`src/rtl/ara_pkg.sv`:
```
// Shared widths, constants and default parameters of the ratiometric averager.
`timescale 1ns / 1ps

package ara_pkg;

    // Default parameter values.
    localparam int DEF_SAMPLE_BITS = 12;
    localparam int DEF_HALVE_AT    = 254;
    localparam int DEF_FRAC_BITS   = 8;

    // Fixed state and field widths.
    localparam int RAW_SUM_W   = 28;
    localparam int RATIO_SUM_W = 29;
    localparam int AVG_W       = 20;
    localparam int RATIO_AVG_W = 21;
    localparam int LATEST_W    = 12;
    localparam int MV_W        = 16;

    // Supply compensation: nominal rail and the lowest reading that is trusted.
    localparam int              NOM_W         = 13;
    localparam logic [NOM_W-1:0] SUPPLY_NOM_MV = 13'd5000;
    localparam logic [MV_W-1:0]  SUPPLY_MIN_MV = 16'd3000;

    // Request codes.
    localparam logic REQ_SAMPLE = 1'b0;
    localparam logic REQ_READ   = 1'b1;

endpackage

```
`src/rtl/ara_divider.sv`:
```
// Restoring divider that retires one quotient bit per cycle.
`timescale 1ns / 1ps

module ara_divider #(
    parameter int DND_W = 33,
    parameter int DSR_W = 16
) (
    input  logic             clk,
    input  logic             rst_n,
    input  logic             start,
    input  logic [DND_W-1:0] dividend,
    input  logic [DSR_W-1:0] divisor,
    output logic             done,
    output logic [DND_W-1:0] quotient
);

    localparam int CW = $clog2(DND_W + 1);

    logic [DND_W-1:0] quo_reg;
    logic [DSR_W-1:0] rem_reg;
    logic [DSR_W-1:0] dsr_reg;
    logic [CW-1:0]    cnt_reg;
    logic             busy_reg;
    logic             done_reg;

    logic [DSR_W:0]   shifted;
    logic [DSR_W:0]   diff;
    logic             ge;

    // One trial subtraction of the divisor from the shifted partial remainder.
    always_comb
    begin
        shifted = {rem_reg, quo_reg[DND_W-1]};
        diff    = shifted - {1'b0, dsr_reg};
        ge      = (shifted >= {1'b0, dsr_reg});
    end

    // Control: bit counter, busy flag and the completion pulse.
    always_ff @(posedge clk or negedge rst_n)
    begin
        if (!rst_n)
        begin
            cnt_reg  <= '0;
            busy_reg <= 1'b0;
            done_reg <= 1'b0;
        end
        else if (start)
        begin
            cnt_reg  <= CW'(DND_W);
            busy_reg <= 1'b1;
            done_reg <= 1'b0;
        end
        else if (busy_reg)
        begin
            cnt_reg <= cnt_reg - CW'(1);
            if (cnt_reg == CW'(1))
            begin
                busy_reg <= 1'b0;
                done_reg <= 1'b1;
            end
        end
        else
        begin
            done_reg <= 1'b0;
        end
    end

    // Datapath: the dividend shifts out as the quotient shifts in.
    always_ff @(posedge clk)
    begin
        if (start)
        begin
            quo_reg <= dividend;
            rem_reg <= '0;
            dsr_reg <= divisor;
        end
        else if (busy_reg)
        begin
            quo_reg <= {quo_reg[DND_W-2:0], ge};
            rem_reg <= ge ? diff[DSR_W-1:0] : shifted[DSR_W-1:0];
        end
    end

    assign done     = done_reg;
    assign quotient = quo_reg;

endmodule

```
`src/rtl/adc_ratiometric_averager.sv`:
```
// Top level of the ADC ratiometric averager.
// Sample transaction: with the supply below 3000 mV the sample is added uncompensated, otherwise
// a 13-step shift-add multiply by 5000 is followed by a divide that retires one bit a cycle.
// Read transaction: with no samples the stored averages are returned, otherwise two divides run.
// DND_W is the wider of the compensated product and the ratiometric sum (33 by default).
// One transaction is in flight at a time; the result register frees the input side.
// Asynchronous active-low reset clears the sums, the count and the stored averages.
`timescale 1ns / 1ps

module adc_ratiometric_averager #(
    parameter int SAMPLE_BITS = ara_pkg::DEF_SAMPLE_BITS,
    parameter int HALVE_AT    = ara_pkg::DEF_HALVE_AT,
    parameter int FRAC_BITS   = ara_pkg::DEF_FRAC_BITS
) (
    input  logic                                clk,
    input  logic                                rst_n,
    input  logic                                in_valid,
    output logic                                in_ready,
    input  logic                                req_type,
    input  logic [SAMPLE_BITS-1:0]              sample,
    input  logic [ara_pkg::MV_W-1:0]            supply_mv,
    output logic                                out_valid,
    input  logic                                out_ready,
    output logic [ara_pkg::AVG_W-1:0]           average,
    output logic [ara_pkg::RATIO_AVG_W-1:0]     ratiometric_average,
    output logic [ara_pkg::LATEST_W-1:0]        latest,
    output logic                                fresh
);

    import ara_pkg::*;

    localparam int Q_W    = SAMPLE_BITS + FRAC_BITS;
    localparam int PROD_W = Q_W + NOM_W;
    localparam int DND_W  = (PROD_W > RATIO_SUM_W) ? PROD_W : RATIO_SUM_W;
    localparam int CNT_W  = $clog2(HALVE_AT + 1);
    localparam int DSR_W  = (MV_W > CNT_W) ? MV_W : CNT_W;
    localparam int IDX_W  = $clog2(NOM_W);
    localparam logic [CNT_W-1:0] HALVE_CNT = CNT_W'(HALVE_AT);

    localparam logic [2:0] S_IDLE   = 3'd0;
    localparam logic [2:0] S_MUL    = 3'd1;
    localparam logic [2:0] S_DTERM  = 3'd2;
    localparam logic [2:0] S_APPLY  = 3'd3;
    localparam logic [2:0] S_DRAW   = 3'd4;
    localparam logic [2:0] S_DRATIO = 3'd5;
    localparam logic [2:0] S_FINISH = 3'd6;

    logic [2:0]             state_reg;
    logic [SAMPLE_BITS-1:0] smp_reg;
    logic [MV_W-1:0]        mv_reg;
    logic                   lowsup_reg;
    logic [PROD_W-1:0]      acc_reg;
    logic [IDX_W-1:0]       idx_reg;
    logic                   div_start_reg;

    logic [RAW_SUM_W-1:0]   raw_sum_reg;
    logic [RATIO_SUM_W-1:0] ratio_sum_reg;
    logic [CNT_W-1:0]       sample_count_reg;
    logic [AVG_W-1:0]       avg_store_reg;
    logic [RATIO_AVG_W-1:0] ratio_avg_store_reg;
    logic [LATEST_W-1:0]    latest_store_reg;
    logic                   fresh_flag_reg;

    logic                   out_valid_reg;
    logic [AVG_W-1:0]       average_reg;
    logic [RATIO_AVG_W-1:0] ratio_average_reg;
    logic [LATEST_W-1:0]    latest_reg;
    logic                   fresh_reg;

    logic [Q_W-1:0]         q_val;
    logic [PROD_W-1:0]      mul_addend;
    logic [RATIO_SUM_W-1:0] term;
    logic [RAW_SUM_W-1:0]   raw_sum_next;
    logic [RATIO_SUM_W-1:0] ratio_sum_next;
    logic [CNT_W-1:0]       count_next;
    logic                   halve;
    logic [DND_W-1:0]       div_dividend;
    logic [DSR_W-1:0]       div_divisor;
    logic                   div_done;
    logic [DND_W-1:0]       div_quotient;

    // Sample in fixed point, multiplier addend and the accumulated sums.
    always_comb
    begin
        q_val          = Q_W'(smp_reg) << FRAC_BITS;
        mul_addend     = SUPPLY_NOM_MV[idx_reg] ? PROD_W'(q_val) : '0;
        term           = lowsup_reg ? RATIO_SUM_W'(q_val) : div_quotient[RATIO_SUM_W-1:0];
        raw_sum_next   = raw_sum_reg + RAW_SUM_W'(q_val);
        ratio_sum_next = ratio_sum_reg + term;
        count_next     = sample_count_reg + CNT_W'(1);
        halve          = (count_next >= HALVE_CNT);
    end

    // Divider operands follow the division that the sequencer is running.
    always_comb
    begin
        unique case (state_reg)
            S_DRAW:
            begin
                div_dividend = DND_W'(raw_sum_reg);
                div_divisor  = DSR_W'(sample_count_reg);
            end
            S_DRATIO:
            begin
                div_dividend = DND_W'(ratio_sum_reg);
                div_divisor  = DSR_W'(sample_count_reg);
            end
            default:
            begin
                div_dividend = DND_W'(acc_reg);
                div_divisor  = DSR_W'(mv_reg);
            end
        endcase
    end

    ara_divider #(
        .DND_W (DND_W),
        .DSR_W (DSR_W)
    ) u_div (
        .clk      (clk),
        .rst_n    (rst_n),
        .start    (div_start_reg),
        .dividend (div_dividend),
        .divisor  (div_divisor),
        .done     (div_done),
        .quotient (div_quotient)
    );

    // Sequencer and architectural state.
    always_ff @(posedge clk or negedge rst_n)
    begin
        if (!rst_n)
        begin
            state_reg           <= S_IDLE;
            div_start_reg       <= 1'b0;
            raw_sum_reg         <= '0;
            ratio_sum_reg       <= '0;
            sample_count_reg    <= '0;
            avg_store_reg       <= '0;
            ratio_avg_store_reg <= '0;
            latest_store_reg    <= '0;
            fresh_flag_reg      <= 1'b0;
            out_valid_reg       <= 1'b0;
        end
        else
        begin
            div_start_reg <= 1'b0;
            if (out_valid_reg && out_ready)
            begin
                out_valid_reg <= 1'b0;
            end

            unique case (state_reg)
                S_IDLE:
                begin
                    if (in_valid)
                    begin
                        if (req_type == REQ_SAMPLE)
                        begin
                            latest_store_reg <= LATEST_W'(sample);
                            fresh_flag_reg   <= 1'b0;
                            if (supply_mv < SUPPLY_MIN_MV)
                            begin
                                state_reg <= S_APPLY;
                            end
                            else
                            begin
                                state_reg <= S_MUL;
                            end
                        end
                        else if (sample_count_reg == '0)
                        begin
                            fresh_flag_reg <= 1'b0;
                            state_reg      <= S_FINISH;
                        end
                        else
                        begin
                            div_start_reg <= 1'b1;
                            state_reg     <= S_DRAW;
                        end
                    end
                end
                S_MUL:
                begin
                    if (idx_reg == '0)
                    begin
                        div_start_reg <= 1'b1;
                        state_reg     <= S_DTERM;
                    end
                end
                S_DTERM:
                begin
                    if (div_done)
                    begin
                        state_reg <= S_APPLY;
                    end
                end
                S_APPLY:
                begin
                    // Add the sample and halve everything once the count is full.
                    if (halve)
                    begin
                        raw_sum_reg      <= raw_sum_next >> 1;
                        ratio_sum_reg    <= ratio_sum_next >> 1;
                        sample_count_reg <= count_next >> 1;
                    end
                    else
                    begin
                        raw_sum_reg      <= raw_sum_next;
                        ratio_sum_reg    <= ratio_sum_next;
                        sample_count_reg <= count_next;
                    end
                    state_reg <= S_FINISH;
                end
                S_DRAW:
                begin
                    if (div_done)
                    begin
                        avg_store_reg <= div_quotient[AVG_W-1:0];
                        div_start_reg <= 1'b1;
                        state_reg     <= S_DRATIO;
                    end
                end
                S_DRATIO:
                begin
                    if (div_done)
                    begin
                        ratio_avg_store_reg <= div_quotient[RATIO_AVG_W-1:0];
                        raw_sum_reg         <= '0;
                        ratio_sum_reg       <= '0;
                        sample_count_reg    <= '0;
                        fresh_flag_reg      <= 1'b1;
                        state_reg           <= S_FINISH;
                    end
                end
                S_FINISH:
                begin
                    if (!out_valid_reg || out_ready)
                    begin
                        out_valid_reg <= 1'b1;
                        state_reg     <= S_IDLE;
                    end
                end
                default:
                begin
                    state_reg <= S_IDLE;
                end
            endcase
        end
    end

    // Operand capture and the shift-add multiply by the nominal supply.
    always_ff @(posedge clk)
    begin
        if (state_reg == S_IDLE && in_valid)
        begin
            smp_reg    <= sample;
            mv_reg     <= supply_mv;
            lowsup_reg <= (supply_mv < SUPPLY_MIN_MV);
            acc_reg    <= '0;
            idx_reg    <= IDX_W'(NOM_W - 1);
        end
        else if (state_reg == S_MUL)
        begin
            acc_reg <= (acc_reg << 1) + mul_addend;
            idx_reg <= idx_reg - IDX_W'(1);
        end
    end

    // Result register, loaded when the transaction completes.
    always_ff @(posedge clk)
    begin
        if (state_reg == S_FINISH && (!out_valid_reg || out_ready))
        begin
            average_reg       <= avg_store_reg;
            ratio_average_reg <= ratio_avg_store_reg;
            latest_reg        <= latest_store_reg;
            fresh_reg         <= fresh_flag_reg;
        end
    end

    assign in_ready            = (state_reg == S_IDLE);
    assign out_valid           = out_valid_reg;
    assign average             = average_reg;
    assign ratiometric_average = ratio_average_reg;
    assign latest              = latest_reg;
    assign fresh               = fresh_reg;

endmodule

```
`config.mk`:
```
export PLATFORM = sky130hd
export DESIGN_NAME = adc_ratiometric_averager
export DESIGN_NICKNAME = d
export VERILOG_FILES = /design/src/rtl/ara_pkg.sv /design/src/rtl/ara_divider.sv /design/src/rtl/adc_ratiometric_averager.sv
export SDC_FILE = /design/constraint.sdc
export NUM_CORES = 1
export LEC_CHECK = 0
export ABC_CLOCK_PERIOD_IN_PS = 13000
export BUFFER_PORTS_ARGS = -buffer_cell sky130_fd_sc_hd__clkbuf_2
export CAP_MARGIN = 40
export CORE_MARGIN = 8
export CORE_UTILIZATION = 52
export CTS_BUF_LIST = sky130_fd_sc_hd__clkbuf_16
export DETAILED_ROUTE_END_ITERATION = 10
export PLACE_DENSITY = 0.7
export SLEW_MARGIN = 20
export SYNTH_ARGS = -nofsm -noshare
export SYNTH_HDL_FRONTEND = slang
export SYNTH_HIERARCHICAL = 1
export SYNTH_SLANG_ARGS = --single-unit
export TNS_END_PERCENT = 50
```
`constraint.sdc`:
```
create_clock -name clk -period 13 [get_ports clk]
set_input_delay 2.6 -clock clk [delete_from_list [all_inputs] [get_ports clk]]
set_output_delay 2.6 -clock clk [all_outputs]
set_load 0.01 [all_outputs]
```
After elaboration in Yosys (flattened, before gate mapping)
Memory sizes are Yosys's and may differ from the RTL's. A register that Yosys moved wholly into a read port is not among the register bits.
Cells that the tools add are included.
{"block": "classes", "n_addsub": 7, "magnitude_cmp": 4, "n_eq_ne": 15, "muxes": 51, "bitwise": 1, "n_reduce_logical": 18}
{"op": "2-to-1 mux 29 bit", "n": 3}
{"op": "2-to-1 mux 33 bit", "n": 2}
{"op": "case mux 33 bit (2 select lines)", "n": 1}
{"op": "case mux 29 bit (2 select lines)", "n": 1}
{"op": "2-to-1 mux 28 bit", "n": 2}
{"op": "case mux 28 bit (2 select lines)", "n": 1}
{"op": "adder 33 x 20 -> 33 bit", "n": 1}
{"op": "adder 29 bit", "n": 1}
{"op": "adder 28 x 20 -> 28 bit", "n": 1}
{"op": "2-to-1 mux 8 bit", "n": 3}
{"op": "2-to-1 mux 3 bit", "n": 7}
{"op": "case mux 3 bit (7 select lines)", "n": 1}
{"op": "2-to-1 mux 20 bit", "n": 1}
{"op": "2-to-1 mux 1 bit", "n": 19}
{"op": "greater-or-equal comparator 17 x 16 -> 1 bit", "n": 1}
{"op": "less-than comparator 16 x 12 -> 1 bit (second input constant)", "n": 1}
{"op": "2-to-1 mux 16 bit", "n": 1}
{"op": "case mux 8 bit (2 select lines)", "n": 1}
{"op": "subtractor 16 bit", "n": 1}
{"op": "2-to-1 mux 6 bit", "n": 2}
{"op": "equality test 3 bit (second input constant)", "n": 3}
{"op": "adder 8 x 1 -> 8 bit (second input constant)", "n": 1}
{"op": "greater-or-equal comparator 8 bit (second input constant)", "n": 1}
{"op": "logical NOT 8 bit", "n": 1}
{"op": "other kinds (26)", "n": 39}
{"block": "totals", "regBits": 317, "mem_bits_ro": 16, "input_bits": 33, "out_inout_bits": 56, "elab_cells": 123, "memories": 1}
{"name": "(no name shown)", "words": 16, "width": 1, "rd": 1, "rd_ports_with_merged_regs": 1, "wr": 0, "line_no": "adc_ratiometric_averager.sv:86", "text": "mul_addend = SUPPLY_NOM_MV[idx_reg] ? PROD_W'(q_val) : '0;"}

Longest topological paths before layout
Gate-level depths: netlist of run 1.
{"block": "logic_depth", "ltp_word": 5, "mapped_depth": 13, "mapped_depth_nobuf": 11}

Hierarchy
The synthesis of run 1 kept the hierarchy.
{"mod": "adc_ratiometric_averager", "n_inst": 1, "cells_per_inst": 1216, "area_each_um2": 12749.7, "seq_area_each_um2": 6195.9}
{"mod": "ara_divider", "n_inst": 1, "cells_per_inst": 357, "area_each_um2": 4022.6, "seq_area_each_um2": 1991.9}

Worst setup path before layout of run 1
Ideal clock, no wire load.
{"block": "synth_path", "path_kind": "in2reg", "from": "in out_ready", "to": "reg average_reg[0], in the netlist average[0] (enable)", "setup_time_ps": 532, "t_arrival_ps": 6346, "t_required_ps": 12468, "slack_ps": 6121, "cell_stages": 2, "path_buffers": 0, "path_cell_list": "nor2b_1 -> nor3_1"}
{"block": "synth_via", "elab_chain_len": 2}
{"element": "from (decl)", "line_no": "adc_ratiometric_averager.sv:23", "text": "input logic out_ready,"}
{"element": "logical OR 1 bit", "line_no": "adc_ratiometric_averager.sv:273", "text": "if (state_reg == S_FINISH && (!out_valid_reg || out_ready))"}
{"element": "logical AND 1 bit", "line_no": "adc_ratiometric_averager.sv:273"}
{"element": "to (signal assigned)", "line_no": "adc_ratiometric_averager.sv:275", "text": "average_reg <= avg_store_reg;"}
{"element": "to (decl)", "line_no": "adc_ratiometric_averager.sv:65", "text": "logic [AVG_W-1:0] average_reg;"}
Every way passes these cells.
A chain may end at the register's enable or synchronous reset.

==> run metrics, run 1 <==
post-synth top area share=23.6%; first drt pass iteration count=5; Netlist Area Pre-Place=16800 um^2; Yosys cell types=92; P&R area growth vs syn=11.2%; EDFF count, synth=132; Tightest Pin Transition=0.792 ns; final wirelength=a little under 40 mm; routability cong.=between 0.9 and 1; register area share after synthesis=between 40% and 50%; Inst Count DP=between 1500 and 2000; CP max-delay cell=inv_1; top cells by area, synth=edfxtp_1, dfrtp_1, mux2_2; io pins=89; Post-synth ARST share=between 40% and 50%; Inserted Clock Buffers=36; slew margin rel.=roughly 47%; Fin Setup TNS=0 ns; f_max=238 MHz; WL/cell=about 19 um; Crit path largest cell delay=~0.5 ns; 1st-iter DRT viols=893; Synth Flop Type=edfxtp_1; Final Hold Viols=0; clk_skew=approximately 0.020 ns; Die ar.=~38000 um^2; post-DR vias/cell=6.01; core area=about 32000 um^2; CP Launch Type=input pin; Non-Filler Instances=approximately 2100; Max Cap Violations=0; Mapped Cells=around 1600; vias post-DR=about 12000; fin crit period=between 4 and 5 ns; largest net degree at the start of global routing=between 80 and 90; hpwl dp=around 27 mm; Power Dens Cells=about 110 nW/um^2; CP required=roughly 13 ns; Worst setup EP type=flop; grt total ovfl=0; Worst Path Buf+Inv=3; vias in the first global route=between 10000 and 15000; hold_buf cts=0; worst hold path type=reg -> reg; Die X=roughly 200 um; outcome=complete, no violations; Net Count, Synth=approximately 1700; setup ws final=approximately 9 ns; Initial Utilization=a little over half; post-route ant nets=0; largest delay contributor family on the critical path=buffers and inverters; commonest cells in the netlist=nand2_1, dfrtp_1, edfxtp_1, o21ai_0, mux2_2; clk_lat worst skew=roughly 0.51 ns; average size of a mapped cell=10.7 um^2; GRT Total Usage=20.4%; DRC viols=0; Setup Slack @ Placement=about 8.3 ns; number of port buffers=between 80 and 90; CTS tree=yes; die height=196 um; # Post-CTS Setup Buffers=0; Tcrit/Tclk final=32.3%; Max FO, Critical Path=25; setup violators final=0; CTS H-tree depth=2; ant diodes=0; Setup CP Type=in -> reg; initial antenna violation count=0; first-pass GRT wire length=around 65 mm; Slew Limit Fails=0; Layout Nets=around 1700; Rows=65; CTS Root Cell=clkbuf_16; clk sinks=310; #FFs+latches synth=310; Arr. time, crit path=between 4 and 5 ns; area leader, netlist=edfxtp_1; Largest register FFs=33; post-CTS sizing=0; dominant cell by count in the synthesized netlist=nand2_1; Clock transition at path regs=about 0.060 ns; worst-path cell chain=clkbuf_2 > nand2_1 > inv_1 > buf_4 > a211oi_1 > a21oi_1 > a31oi_1; cell area after layout=about 19000 um^2; DP Area=roughly 18000 um^2; synthesis warning total=6; share of cells above drive strength 1=a little under a fifth; Max Root-Sink Buffers=3; leakage=slightly above 0.008 uW; unrepaired setup endpoints after global routing=no; VDD IR max=just over 0.1 mV
==> logic make-up after synthesis <==
logic type	Yosys count	synth area share (%)
xor gates and xnor gates	75	3.92
muxes	152	9.85
DFF	310	48.8
and+or+nand+nor	430	12.6
buffers and inverters	123	3.24
AOI/OAI and AO/OA	406	15.7
adders and majority gates	77	5.92
==> routing by layer <==
layer  track usage, %  wire length, um  vias to the layer above
met5                0                0                        -
met4             6.15              991                        0
met3             2.87             2290                       72
met2             32.7            18300                      355
met1             28.5            18200                     6042
li1                 -                -                     5933
==> area by class of cell <==
cell class	instances	area (um^2)
well taps	402	503
clock inverters	27	198
fillers	2627	13000
multi-input cells	1140	8060
flip-flops and latches	310	8190
repair buffers	107	617
clock buffers	37	926
inverters	40	150
==> where the power goes <==
part | leakage [uW] | internal [uW] | total, uW | switching (uW)
Clock | 0.000558 | 560 | 957 | 397
Combinational | 0.00427 | 5.29 | 17.2 | 11.9
Sequential | 0.00333 | 1010 | 1010 | 0.00000000000000874
==> worst register-to-register path, stage by stage (launching register included) <==
cell and delay [ns]:
edfxtp_1 0.32, buf_4 0.37, nor2b_1 0.12, ha_1 0.25, fa_1 0.45, a211oi_1 0.41, o211ai_1 0.22, a31oi_1 0.37
a22oi_2 0.20, a221o_1 0.40, a31oi_1 0.25, xor2_1 0.24, o221ai_1 0.15
==> placed cells by master (no fill, tap or decap), types with 41 or more instances in the layout <==
cell,count
inv_1,41
clkbuf_2,87
ha_1,73
nand2_1,146
a21oi_1,102
o21ai_0,117
mux2i_1,48
xnor2_1,53
edfxtp_1,132
mux2_2,104
dfxtp_1,46
dfrtp_1,130
nor2_1,81
==> worst paths after layout <==
path | endpoint | from | slack, ns | depth (start not counted)
worst min register to register | ratiometric_average[14]$_DFFE_PP_ | ratio_avg_store_reg[14]$_DFFE_PN0P_ | 0.44 | 0
worst min-delay path | ratiometric_average[14]$_DFFE_PP_ | ratio_avg_store_reg[14]$_DFFE_PN0P_ | 0.44 | 0
worst max register to register | ratio_sum_reg[26]$_DFFE_PN0P_ | lowsup_reg$_DFFE_PP_ | 9.11 | 12
min in group asynchronous | avg_store_reg[0]$_DFFE_PN0P_ | rst_n | 1.92 | 1
max in group asynchronous | raw_sum_reg[20]$_DFFE_PN0P_ | rst_n | 9.83 | 3
worst max-delay path | flop | in_valid | 8.80 | 7
==> metrics by stage <==
stage | utilization (%) | hold slack [ns] | total power [uW]
floorplan | - | 0.419 | 1030
global placement | 55.2 | 0.428 | 1050
detailed placement | 55.3 | 0.432 | 1050
CTS | 58.9 | 0.446 | 2010
global route | 58.9 | 0.454 | 2040
finish | 58.9 | 0.442 | 1990
No activity file was read; power rests on OpenSTA's default activity.
==> run 2: changes to the inputs <==
--- a/config.mk
+++ b/config.mk
@@ -5,14 +5,14 @@
 export SDC_FILE = /design/constraint.sdc
 export NUM_CORES = 1
 export LEC_CHECK = 0
-export ABC_CLOCK_PERIOD_IN_PS = 13000
+export ABC_CLOCK_PERIOD_IN_PS = 3500
 export BUFFER_PORTS_ARGS = -buffer_cell sky130_fd_sc_hd__clkbuf_2
 export CAP_MARGIN = 40
 export CORE_MARGIN = 8
 export CORE_UTILIZATION = 52
 export CTS_BUF_LIST = sky130_fd_sc_hd__clkbuf_16
 export DETAILED_ROUTE_END_ITERATION = 10
-export PLACE_DENSITY = 0.7
+export PLACE_DENSITY = 0.72
 export SLEW_MARGIN = 20
 export SYNTH_ARGS = -nofsm -noshare
 export SYNTH_HDL_FRONTEND = slang
==> constraint.sdc (replaced) <==
create_clock -name clk -period 3.5 [get_ports clk]
set_input_delay 0.7 -clock clk [delete_from_list [all_inputs] [get_ports clk]]
set_output_delay 0.7 -clock clk [all_outputs]
set_load 0.01 [all_outputs]
==> run 2 against run 1 <==
Utilization up 0.34 points. First-iteration DRC count up 4.0%. Cell area up 0.58%. Largest power group unchanged. Critical path depth up 4. Sequential cell count unchanged. Via count up 0.36%. Global-route usage up 0.16 points. Routed wire length up 0.36%. Count of clock-buffer cells in the layout unchanged. Non-clock buffer count up 14. Register-to-register slack worse by 8.9 ns. Clock skew up 0.0035 ns.
==> run metrics, run 2 (synthesis gave the netlist of run 1 again) <==
Fin Setup TNS=0 ns; Multi-input gate area=approximately 8100 um^2; Rows=65; Inserted Clock Buffers=36; global routing's busiest layer=met2; cell area after layout=roughly 19000 um^2; initial antenna violation count=0; post-route ant nets=0; clk_skew=~0.024 ns; share of cells above drive strength 1=a little under 20%; Slew Limit Fails=0; most frequent cells in the layout=nand2_1, edfxtp_1, dfrtp_1; vias in the first global route=about 12000; first-pass GRT wire length=~65 mm; largest net degree at the start of global routing=76; Setup Slack @ Placement=~0.16 ns; P_sw=roughly 1500 uW; unrepaired setup endpoints after global routing=no; grt met3 use=under 10%; io pins=slightly below 90; Max FO, Critical Path=18; die height=196 um; sw frac=about a fifth; core area=about 32000 um^2; Tightest Pin Transition=0.790 ns; Clk pwr share=approximately 48%; grt total ovfl=0; WL/cell=just under 20 um; DP Area=about 18000 um^2; CP required=3.86 ns; setup ws final=between 0.2 and 0.25 ns; Int Pwr=around 5800 uW; Tcrit/Tclk final=93.6%; register area=approximately 8200 um^2; CTS tree=yes; Max Root-Sink Buffers=3; first drt pass iteration count=7; clk sinks=310; most common cell after layout, fill and taps aside=nand2_1; CTS H-tree depth=2; Setup CP Type=reg -> reg; Max Cap Violations=0; ant diodes=0; # Post-CTS Setup Buffers=0; routability cong.=0.910; combinational power share=less than 1%; hpwl dp=roughly 29 mm; leakage=0.00822 uW; worst hold path type=in -> async; P&R area growth vs syn=11.8%; Final Hold Viols=0; vias post-DR=roughly 12000; routing usage on met1=28.8%; Worst setup EP type=flop; post-DR vias/cell=5.99; Die ar.=38300 um^2; f_max=slightly above 300 MHz; CP Launch Type=flop; r2r setup slk=about 0.22 ns; GRT Total Usage=between 20% and 30%; number of port buffers=just under 90; Power Dens Cells=about 390 nW/um^2; setup violators final=0; 1st-iter DRT viols=between 900 and 1000; VDD IR max=slightly below 0.4 mV; final wirelength=about 40 mm; register share of total power=approximately 51%; fin crit period=3.28 ns; Initial Utilization=roughly 53%; Arr. time, crit path=roughly 3.6 ns; CTS Root Cell=clkbuf_16; Die X=between 150 and 200 um; fill cell count=roughly 2600; total power=~7300 uW; Layout Nets=about 1800; slew margin rel.=a little under half; outcome=complete, no violations; clk_lat worst skew=0.52 ns; Largest register FFs=33; met2 Resource Use GR=around a third; DRC viols=0; Clock transition at path regs=roughly 0.060 ns; Post-Route Utilization=about 59%
-- run 2: cell types whose count changed in the layout (fill, tap and decap cells not counted), moves of 3 or more --
cell	previous run	this run
inv_6	1	4
inv_1	41	44
clkinv_1	8	4
buf_4	17	31
-- run 2: worst max-delay path, cell delays in order (launching register included) --
cell      delay [ns]
edfxtp_1        0.40
buf_6           0.21
mux2_2          0.37
ha_1            0.30
a21o_1          0.20
a21o_1          0.20
a221oi_2        0.32
a22oi_2         0.17
a221o_1         0.39
a31oi_1         0.21
xor2_1          0.21
o221ai_1        0.14
-- run 2: worst paths after layout --
check                                                        start                          endpoint  cells after the start
worst min-delay path                                         rst_n      u_div/cnt_reg[5]$_DFFE_PN0P_                      1
max in group asynchronous                                    rst_n   latest_store_reg[1]$_DFFE_PN0P_                      2
worst max register to register                lowsup_reg$_DFFE_PP_     ratio_sum_reg[25]$_DFFE_PN0P_                     11
worst max-delay path                          lowsup_reg$_DFFE_PP_     ratio_sum_reg[25]$_DFFE_PN0P_                     11
worst min register to register  ratio_avg_store_reg[6]$_DFFE_PN0P_  ratiometric_average[6]$_DFFE_PP_                      0
min in group clk                                         sample[6]              smp_reg[6]$_DFFE_PP_                      1
-- run 2: power by group through the flow --
stage	Combinational (uW)	Clock, uW	Sequential, uW
after CTS	66.6	3570	3770
after global routing	72.6	3730	3770
after detailed placement	66.2	0	3840
final	63.3	3500	3770
after global placement	64.4	0	3840
after floorplan	3.30	0	3840
-- run 2: what timing repair did --
| item | 4_1_cts | 5_1_grt |
|---|---|---|
| gates resized for setup | 0 | 5 |
| hold buffers | 0 | 0 |
| setup endpoints to repair | 0 | 6 |
-- run 2: per-stage QoR --
step / instances / hold slack (ns)
finish: 2079 / 0.222
floorplan: 1573 / 0.404
global placement: 2013 / 0.427
detailed placement: 2013 / 0.430
global route: 2079 / 0.271
CTS: 2079 / 0.238
-- run 2: cell type report --
cell class	count	area share, %
Inverter	40	0.801
Timing Repair Buffer	121	3.79
Sequential cell	310	43.7
Multi-Input combinational cell	1140	43.1
Clock buffer	37	4.94
Tap cell	402	2.68
Clock inverter	29	0.994
-- run 2: routing by layer --
metal / up-vias / wire (um)
met2: 360 / 18200
met1: 6092 / 18400
met3: 56 / 2580
li1: 5939 / -
met5: - / 0
met4: 0 / 741
==> run 3: changes to the inputs <==
--- a/config.mk
+++ b/config.mk
@@ -9,10 +9,11 @@
 export BUFFER_PORTS_ARGS = -buffer_cell sky130_fd_sc_hd__clkbuf_2
 export CAP_MARGIN = 40
 export CORE_MARGIN = 8
-export CORE_UTILIZATION = 52
+export CORE_UTILIZATION = 56
 export CTS_BUF_LIST = sky130_fd_sc_hd__clkbuf_16
+export CTS_CLUSTER_DIAMETER = 100
 export DETAILED_ROUTE_END_ITERATION = 10
-export PLACE_DENSITY = 0.72
+export PLACE_DENSITY = 0.77
 export SLEW_MARGIN = 20
 export SYNTH_ARGS = -nofsm -noshare
 export SYNTH_HDL_FRONTEND = slang
==> run 3 against run 2 <==
First-iteration DRC count rose by 2.0%. Via count rose by 1.0%. Maximum frequency fell by 1.8%. Sequential cell count did not move. Global-route usage rose by 2.3 points. Power rose by 0.67%. Largest power group unchanged. Sequential share of layout area barely moved.
==> run metrics, run 3 (synthesis gave the netlist of run 1 again) <==
outcome=complete, no violations; reg2reg start=lowsup_reg$_DFFE_PP_; Die ar.=between 30000 and 40000 um^2; most common cell after layout, fill and taps aside=nand2_1; most frequent cells in the layout=nand2_1, edfxtp_1, dfrtp_1; ant diodes=0; Arr. time, crit path=roughly 3.7 ns; clk sinks=310; VDD IR max=between 0.3 and 0.4 mV; Max Cap Violations=0; routability cong.=approximately 0.94; Slew Limit Fails=0; P&R area growth vs syn=11.8%; largest net degree at the start of global routing=57; grt total ovfl=0; Inserted Clock Buffers=34; vias post-DR=12577; Setup CP Type=reg -> reg; Fin Setup TNS=0 ns; Tightest Pin Transition=approximately 0.8 ns; WHS=approximately 0.15 ns; Largest register FFs=33; Max FO, Critical Path=17; Max Root-Sink Buffers=3; CTS H-tree depth=2; f_max=between 200 and 300 MHz; Multi-input gate area=slightly above 8000 um^2; Reg2Reg Depth=11; share of cells above drive strength 1=19.1%; core area=29600 um^2; worst hold path type=in -> async; leakage=about 0.0082 uW; CP required=3.86 ns; worst setup path end=ratio_sum_reg[25]$_DFFE_PN0P_; first-pass GRT wire length=around 67 mm; unrepaired setup endpoints after global routing=no; WL/cell=about 20 um; register area=just over 8000 um^2; RR Endpoint=ratio_sum_reg[25]$_DFFE_PN0P_; final wirelength=between 40 and 50 mm; post-DR vias/cell=about 6; fill cell count=2422; r2r setup slk=around 0.16 ns; first drt pass iteration count=5; CP Launch Type=flop; clk_skew=between 0.02 and 0.025 ns; fin crit period=about 3.3 ns; Initial Utilization=around 57%; Layout Nets=roughly 1800; number of port buffers=88; vias in the first global route=between 10000 and 15000; Die X=between 150 and 200 um; GRT Total Usage=between 20% and 30%; Clock transition at path regs=approximately 0.06 ns; Power Dens Cells=between 300 and 400 nW/um^2; CP startpoint=lowsup_reg$_DFFE_PP_; initial antenna violation count=0; post-route ant nets=0; 1st-iter DRT viols=approximately 950; hold_buf cts=0; io pins=89; clk_lat worst skew=approximately 0.52 ns; hpwl dp=between 20 and 30 mm; CTS tree=yes; Tcrit/Tclk final=95.3%; slew margin rel.=a little under half; Worst setup EP type=flop; setup violators final=0; die height=roughly 190 um; Rows=63; DRC viols=0; CTS Root Cell=clkbuf_16; Final Hold Viols=0
run 3: cell types whose count changed in the layout (fill, tap and decap cells not counted), moves of 2 or more:
cell        previous run  this run
clkbuf_16             37        34
inv_6                  4         2
buf_4                 31        29
bufinv_16              1         4
clkinv_2              10         6
clkinv_4               0         2
clkinvlp_4             5         2
run 3: repair_timing:
action / in CTS / in global routing
setup endpoints to repair: 0 / 6
endpoints found under the hold margin: 0 / 0
buffers inserted: 0 / 0
gates resized for setup: 0 / 4
run 3: cell type report:
type	instances	share of cell area, %
timing repair buffer	120	3.84
clock inverter	28	1.37
inverter	40	0.801
multi-input combinational	1140	43.2
sequential	310	43.7
clock buffer	34	4.54
tap	390	2.60
run 3: power by group:
group | switching, uW | internal (uW)
clock | 1470 | 2080
combinational | 47.1 | 19.5
sequential | 0.0000000000000349 | 3770
total | 1510 | 5870
run 3: how the worst min path moves through the flow:
stage | to | slack [ns] | start | cells past startpoint
floorplan | avg_store_reg[0]$_DFFE_PN0P_ | 0.40 | rst_n | 0
global placement | latest[4]$_DFFE_PP_ | 0.43 | latest_store_reg[4]$_DFFE_PN0P_ | 0
CTS | ratio_avg_store_reg[5]$_DFFE_PN0P_ | 0.17 | rst_n | 1
finish | ratio_avg_store_reg[5]$_DFFE_PN0P_ | 0.15 | rst_n | 1
global route | ratio_avg_store_reg[5]$_DFFE_PN0P_ | 0.20 | rst_n | 1
detailed placement | ratiometric_average[3]$_DFFE_PP_ | 0.43 | ratio_avg_store_reg[3]$_DFFE_PN0P_ | 0
run 3: routing by layer:
layer	GRT usage (%)	share of wire, %	vias up
met4	6.98	2.4	0
met1	30.9	45	6123
met5	0	0	-
met2	37.6	47	442
li1	-	-	5942
met3	3.72	6.4	70
run 3: worst max-delay path, cell delays in order (launching register included):
cell and delay [ns]:
edfxtp_1 0.38, buf_12 0.17, mux2_2 0.35, ha_1 0.35, a211oi_1 0.31, o21ai_1 0.17, a221oi_2 0.32, a22oi_2 0.17
a221o_1 0.38, a31oi_1 0.21, xor2_1 0.22, o221ai_1 0.14
run 3: through the flow:
| stage | power (uW) | utilization (%) | area [um^2] | instances | setup slack [ns] |
|---|---|---|---|---|---|
| after detailed placement | 3910 | 59.5 | 17600 | 1999 | 0.135 |
| after global routing | 7580 | 63.4 | 18700 | 2062 | 0.00929 |
| after floorplan | 3840 | - | 16800 | 1573 | 0.0000393 |
| after CTS | 7450 | 63.3 | 18700 | 2061 | 0.0972 |
| final | 7380 | 63.4 | 18700 | 2062 | 0.165 |
| after global placement | 3910 | 59.5 | 17600 | 1999 | 0.179 |
